[src/sv/vru_pkg.sv]
// shared types, constants and arithmetic helpers for the vector refraction pipeline
package vru_pkg;

  localparam int Lanes    = 4;
  localparam int Comps    = 4;
  localparam int FracBits = 16;
  localparam int DataW    = 32;
  localparam int ProdW    = 2 * DataW;
  localparam int WideW    = ProdW + 2;
  localparam int CntW     = 3;
  localparam int SqSteps  = 4;
  localparam int SqStages = (DataW - 1 + FracBits + 2 * SqSteps - 1) / (2 * SqSteps);
  localparam int RootW    = SqSteps * SqStages;
  localparam int RadW     = 2 * RootW;
  localparam int RemW     = RootW + 3;

  typedef logic signed [DataW-1:0] q_t;
  typedef logic signed [ProdW-1:0] prod_t;
  typedef logic signed [WideW-1:0] wide_t;

  localparam wide_t One = wide_t'(1) <<< FracBits;

  typedef struct packed {
    logic [RadW-1:0]  rad;
    logic [RemW-1:0]  rem;
    logic [RootW-1:0] root;
  } sq_t;

  typedef struct packed {
    prod_t [Lanes-1:0] ei;
    q_t [Lanes-1:0]    nrm;
    q_t                em;
    logic [Lanes-1:0]  mask;
    logic              tir;
  } side_t;

  function automatic q_t sat32(input wide_t x);
    q_t r;
    if (x[WideW-1:DataW-1] == '0 || x[WideW-1:DataW-1] == '1) begin
      r = x[DataW-1:0];
    end else if (x[WideW-1]) begin
      r = {1'b1, {(DataW-1){1'b0}}};
    end else begin
      r = {1'b0, {(DataW-1){1'b1}}};
    end
    return r;
  endfunction

  function automatic wide_t fshift(input prod_t p);
    prod_t s;
    s = p >>> FracBits;
    return wide_t'(s);
  endfunction

  function automatic prod_t qmul(input q_t a, input q_t b);
    return prod_t'(a) * prod_t'(b);
  endfunction

  function automatic sq_t sq_step(input sq_t a);
    sq_t r;
    logic [RemW-1:0] rem2;
    logic [RemW-1:0] trial;
    r = a;
    for (int i = 0; i < SqSteps; i++) begin
      rem2  = {r.rem[RemW-3:0], r.rad[RadW-1 -: 2]};
      trial = {1'b0, r.root, 2'b01};
      if (rem2 >= trial) begin
        r.rem  = rem2 - trial;
        r.root = {r.root[RootW-2:0], 1'b1};
      end else begin
        r.rem  = rem2;
        r.root = {r.root[RootW-2:0], 1'b0};
      end
      r.rad = {r.rad[RadW-3:0], 2'b00};
    end
    return r;
  endfunction

endpackage

[src/sv/vru_sqrt.sv]
// pipelined digit-by-digit square root of k scaled by the fraction bits
module vru_sqrt (
  input  logic                        clk_i,
  input  logic                        rst_ni,
  input  logic                        en_i,
  input  logic                        valid_i,
  input  vru_pkg::q_t                 k_i,
  input  vru_pkg::side_t              side_i,
  output logic                        valid_o,
  output logic [vru_pkg::RootW-1:0]   root_o,
  output vru_pkg::side_t              side_o
);

  vru_pkg::sq_t sq0;
  vru_pkg::sq_t   sq_q [vru_pkg::SqStages];
  vru_pkg::side_t sd_q [vru_pkg::SqStages];
  logic [vru_pkg::SqStages-1:0] v_q;

  always_comb begin
    sq0.rad  = vru_pkg::RadW'($unsigned(k_i)) << vru_pkg::FracBits;
    sq0.rem  = '0;
    sq0.root = '0;
  end

  always_ff @(posedge clk_i or negedge rst_ni) begin
    if (!rst_ni) begin
      v_q <= '0;
    end else if (en_i) begin
      v_q <= {v_q[vru_pkg::SqStages-2:0], valid_i};
    end
  end

  always_ff @(posedge clk_i) begin
    if (en_i) begin
      sq_q[0] <= vru_pkg::sq_step(sq0);
      sd_q[0] <= side_i;
      for (int s = 1; s < vru_pkg::SqStages; s++) begin
        sq_q[s] <= vru_pkg::sq_step(sq_q[s-1]);
        sd_q[s] <= sd_q[s-1];
      end
    end
  end

  assign valid_o = v_q[vru_pkg::SqStages-1];
  assign root_o  = sq_q[vru_pkg::SqStages-1].root;
  assign side_o  = sd_q[vru_pkg::SqStages-1];

endmodule

[config.mk]
export PLATFORM = sky130hd
export DESIGN_NAME = vru_sqrt
export DESIGN_NICKNAME = d
export VERILOG_FILES = /design/src/sv/vru_pkg.sv /design/src/sv/vru_sqrt.sv
export SDC_FILE = /design/constraint.sdc
export NUM_CORES = 2
export LEC_CHECK = 0
export ABC_CLOCK_PERIOD_IN_PS = 11400
export BUFFER_PORTS_ARGS = -buffer_cell sky130_fd_sc_hd__buf_2
export CAP_MARGIN = 15
export CELL_PAD_IN_SITES_DETAIL_PLACEMENT = 0
export CELL_PAD_IN_SITES_GLOBAL_PLACEMENT = 1
export CORE_UTILIZATION = 28
export CTS_BUF_LIST = sky130_fd_sc_hd__clkbuf_4 sky130_fd_sc_hd__clkbuf_8
export CTS_CLUSTER_DIAMETER = 120
export CTS_CLUSTER_SIZE = 40
export DETAILED_ROUTE_END_ITERATION = 12
export PLACE_DENSITY_LB_ADDON = 0.1
export SLEW_MARGIN = 20
export SYNTH_ARGS = -nofsm -noshare
export SYNTH_HDL_FRONTEND = slang
export SYNTH_SLANG_ARGS = --single-unit
[constraint.sdc]
create_clock -name clk_i -period 11.4 [get_ports clk_i]
set_input_delay 0.57 -clock clk_i [delete_from_list [all_inputs] [get_ports clk_i]]
set_output_delay 0.57 -clock clk_i [all_outputs]
set_load 0.02 [all_outputs]
Yosys cells after proc, flatten, opt, wreduce, memory -nomap -nowiden
Memory sizes are Yosys's and may differ from the RTL's.
Cells that the tools add are included.
{ "word_totals": {"out_inout_bits": 446, "word_cells": 101, "mem_bits_rw": 3072, "register_bits": 6, "input_bits": 457, "n_memories": 2, "mem_bits_ro": 0, "latchBits": 0} }
{ "mem_list": {"columns": ["memory", "depth", "width", "rd", "rd_clocked_by_memory_dff", "wr", "line", "source"], "rows": [
  ["sd_q", 6, 421, 6, 0, 6, "vru_sqrt.sv:16", "vru_pkg::side_t sd_q [vru_pkg::SqStages];"],
  ["sq_q", 6, 91, 6, 0, 6, "vru_sqrt.sv:15", "vru_pkg::sq_t sq_q [vru_pkg::SqStages];"]
]} }
{ "op_classes": {"order_cmp": 24, "reduce_logical": 0, "addsub": 24, "shifts": 0, "div_mod_pow": 0, "mux": 50, "bitwise": 0, "eq_ne": 0, "mul": 0} }
{ "op_table": {"columns": ["operator", "count"], "rows": [
  ["2-to-1 mux 49 bit", 36],
  [">= comparator 27 x 26 -> 1 bit", 23],
  ["2-to-1 mux 51 bit", 12],
  ["subtractor 25 bit", 17],
  ["subtractor 27 x 26 -> 27 bit", 6],
  ["subtractor 2 x 1 -> 3 bit (second input constant)", 1],
  [">= comparator 2 x 1 -> 1 bit (second input constant)", 1],
  ["2-to-1 mux 1 bit", 2]
]} }

Longest topological paths before layout
An unclocked memory read counts as a cell.
{ "logic_depth": {"word_depth": 13, "depth_mapped": 62, "mapped_depth_nobuf": 59} }

Worst setup path after synthesis
OpenSTA, ideal clock, no wires.
{ "synth_timing": {"kind": "reg2reg", "from": "memory sq_q[3][1] in the netlist's numbering", "to": "memory sq_q[4][46] in the netlist's numbering (data pin)", "path_buffers": 5, "setup_ns": 0.259, "arrival_ns": 11.291, "synth_period_minus_slack_ns": 11.550, "required_ns": 11.141, "slack_ns": -0.150, "path_stages_with_launch": 62, "cell_sequence": "edfxtp_1 -> inv_1 -> ha_1 -> a21o_1 -> a21o_1 -> a21oi_1 -> o211ai_1 -> a41oi_1 -> nand2_1 -> clkbuf_1 -> buf_1 -> buf_1 -> nand2_1 -> nand2_1 -> ha_1 -> a21oi_1 -> o21bai_1 -> a2111oi_0 -> [... 26 more ...] -> a21o_1 -> a21oi_1 -> o21ai_0 -> a21oi_1 -> o21bai_1 -> a21oi_1 -> o21bai_1 -> a21oi_1 -> o21bai_1 -> a21oi_1 -> nor2b_1 -> o311ai_0 -> a21o_1 -> a21oi_1 -> and2_1 -> a211oi_1 -> xnor2_1 -> nor2_1"} }
{ "synth_lines": {"columns": ["item", "line"], "rows": [
  ["start: declaration", "vru_sqrt.sv:15"]
]} }

==> results_dict.tcl <==
set metrics [dict create \
    outcome "finished clean" \
    timing.max_slew.rel_slack 0.2729 \
    post_synthesis_compound_gate_area_fraction 0.06982 \
    via_count 57750 \
    synth.distinct_cells 118 \
    setup_viol_count_final 0 \
    clock_path_buffers 4 \
    synth.avg_cell_area_um2 16.81 \
    die-width_um 620.8 \
    synth_seq_area_share 0.7806 \
    p_leak_uw 0.04605 \
    design.die.area_um2 385400 \
    cts_tree "done" \
    final.setup.tns_ps 0 \
    drc_errors 0 \
    fill_cells 37060 \
    postSynth.topFlopCell "edfxtp_1" \
    maxSlewViolCount 0 \
    synth-warning-count 0 \
    detailedRoute.firstIterationViolations 4258 \
    port-buffer-count 902 \
    firstDrtPassIters 6 \
    finalWirelength_mm 253.8 \
    cp.required_ps 12180 \
    critical-path-max-stage-delay_ps 600 \
    yosys.area.top_type "edfxtp_1" \
    synth.most_common_cell "edfxtp_1" \
    finalHoldViolCount 0 \
    synth_enable_flop_cells 2782 \
    synthToLayoutAreaGrowth_pct 19.32 \
    ff_latch_area_um2 83690 \
    clock-skew-final_ps 109.6 \
    route.detailed.vias_per_inst 4.370 \
    synth_async_sr_flop_share 0.002152 \
    cp.arrival_ps 11460 \
    initial_core_utilization 0.2821 \
    worstSetupStartpointType "flip-flop" \
    post-synth-top-area-fraction 0.7792 \
    htreeDepth 3 \
    tightest_slew_ps 1091 \
    multi_input_comb_area_um2 22390 \
    finalWeightedCongestion 0.8048 \
    proportion_of_layout_cells_with_a_drive_suffix_above_1 0.2006 \
    fmaxAchievable_mhz 93.68 \
    yosys.area_share.xor_xnor 0.02712 \
    grt_use_total 0.1264 \
    slowest_stage "edfxtp_1" \
    antenna_left 0 \
    share_of_cell_area_taken_by_muxes_after_synthesis 0.007457 \
    fp.dieH_um 620.8 \
    grt_setup_unrepaired "true" \
    synthesis.instances 6377 \
    clock_latency_ps 1080 \
    fin_ws_ps 725.8 \
    period_utilization_post_route 0.9363 \
    critPathMaxFanout 15 \
    antenna_found_initial 50 \
    dpl_worst_slack_ps -385.9 \
    clkSinkCount 2788 \
    synth-seq-cells 2788 \
    rrSetupSlack_ps 730 \
    via_count_of_the_first_global_routing_pass 57730 \
    irDropWorstVdd_mv 0.1698 \
    yosys-top-cells-count "edfxtp_1, nor2_1, nand2_1, a21oi_1, ha_1" \
    syn-cell-area_um2 107200 \
    std_cell_rows 226 \
    boundaryPins 903 \
    routed_wire_length_per_instance_um 19.21 \
    synth_top_family_by_area "compound AO/OA/AOI/OAI gates" \
    dp.final_hpwl_mm 185.4 \
    synth.area.top_cells "edfxtp_1, ha_1, xnor2_1" \
    hp-class "in -> reg" \
    post-route-min-period_ps 10670 \
    grt_first_pass_wirelength_mm 370.8 \
    synth_simple_gate_area_share 0.06624 \
    placeable_core_region_um2 380000 \
    finalNetCount 8899 \
    fraction_of_the_mapped_netlist_area_in_adder_cells 0.03615 \
    total_power_uw 27130 \
    crit_top_cell "buf_4" \
    cts_made_buffers 102 \
    grt_max_degree 181 \
    critical_path.endpoint_type "flip-flop" \
    critPathKind "reg -> reg" \
    globalRoute.totalOverflow 0 \
    max_cap_viol_count 0 \
    power_density_nw_per_um2 212.1 \
    clk_pin_slew_worst_paths_ps 210 \
    clk_root_buffer_cell "clkbuf_8" \
]
-- placed cells by master, fill, tap and decap left out, types with 103 or more instances in the layout --
cell type,instances
xnor2_1,216
xor2_1,115
buf_2,901
buf_4,371
nor2_1,359
inv_1,218
dlygate4sd3_1,470
nand2_1,347
a21oi_1,331
edfxtp_1,2782
o21ai_0,210
nand3_1,103
clkbuf_8,103
ha_1,301
a21o_1,104
-- state kept, by name, summed over array words and instances, names as in the netlist --
register,count
sd_q,2526
sq_q,256
v_q,6
-- logic make-up (layout without fill, tap and decap cells) --
logic type | count (synthesis) | in the layout
mux | 73 | 73
compound gates | 1139 | 1139
fa+ha+maj | 308 | 308
xor+xnor | 332 | 332
buf+inv | 338 | 2145
simple gates | 1398 | 1398
flops | 2788 | 2788
other cells | 1 | 15
-- metal layers --
layer / routed length, um / global-route usage / vias to the layer above / part of all wire
met5: 135 / 0 / - / 0.00053
met4: 5483 / 0.02728 / 20 / 0.022
met3: 8491 / 0.01713 / 266 / 0.033
met2: 134500 / 0.2369 / 854 / 0.53
met1: 105200 / 0.1527 / 28660 / 0.41
li1: - / - / 27950 / -
-- path summary, 6_finish.rpt --
path	from	to	cells past startpoint
setup reg to reg	sq_q[2][6]$_DFFE_PP_	sq_q[3][44]$_DFFE_PP_	53
hold reg to reg	sq_q[3][7]$_DFFE_PP_	sq_q[4][11]$_DFFE_PP_	0
min in group asynchronous	rst_ni	v_q[1]$_DFFE_PN0P_	3
hold / removal	side_i[356]	sd_q[0][356]$_DFFE_PP_	2
max in group asynchronous	rst_ni	v_q[5]$_DFFE_PN0P_	3
setup / recovery	sq_q[2][6]$_DFFE_PP_	sq_q[3][44]$_DFFE_PP_	53
-- cell type report --
cell class / count / area share
inverters: 232 / 0.006837
clock inverters: 47 / 0.007199
flip-flops and latches: 2788 / 0.6542
well taps: 5016 / 0.04906
repair buffers: 1757 / 0.09601
diodes: 12 / 0.0002347
clock buffers: 109 / 0.01143
multi-input cells: 3253 / 0.1750
-- through the flow --
| step | cells | util | cell area [um^2] | hold WS, ps |
|---|---|---|---|---|
| 6_report | 13210 | 0.3366 | 127900 | 170.7 |
| 5_1_grt | 13210 | 0.3366 | 127900 | 54.62 |
| 4_1_cts | 13190 | 0.3358 | 127600 | 0.3132 |
| 3_5_place_dp | 12560 | 0.3171 | 120500 | 404.5 |
| 3_3_place_gp | 12560 | 0.3171 | 120500 | 400.0 |
| 2_1_floorplan | 6379 | - | 107200 | 274.4 |
-- what timing repair did --
| item | in CTS | in global routing |
|---|---|---|
| setup buffers | 0 | 12 |
| pin swaps | 1 | 5 |
| hold endpoints to repair | 530 | 0 |
| setup endpoints to repair | 1 | 46 |
| hold buffers | 470 | 0 |
| resized for setup | 6 | 49 |
-- report_power, final --
group	switching, uW	internal (uW)	total [uW]
Clock	3190	1050	4240
Sequential	353	12300	12700
Combinational	5960	4240	10200
-- worst max-delay path: cells and delay by family (launching register included) --
family / cells / cell delay, ps
flops: 1 / 600
simple gates: 18 / 2470
buf+inv: 12 / 2020
compound gates: 17 / 3660
fa+ha+maj: 4 / 1320
xor+xnor: 2 / 340
Note: power is estimated with default switching activity, not from simulation.
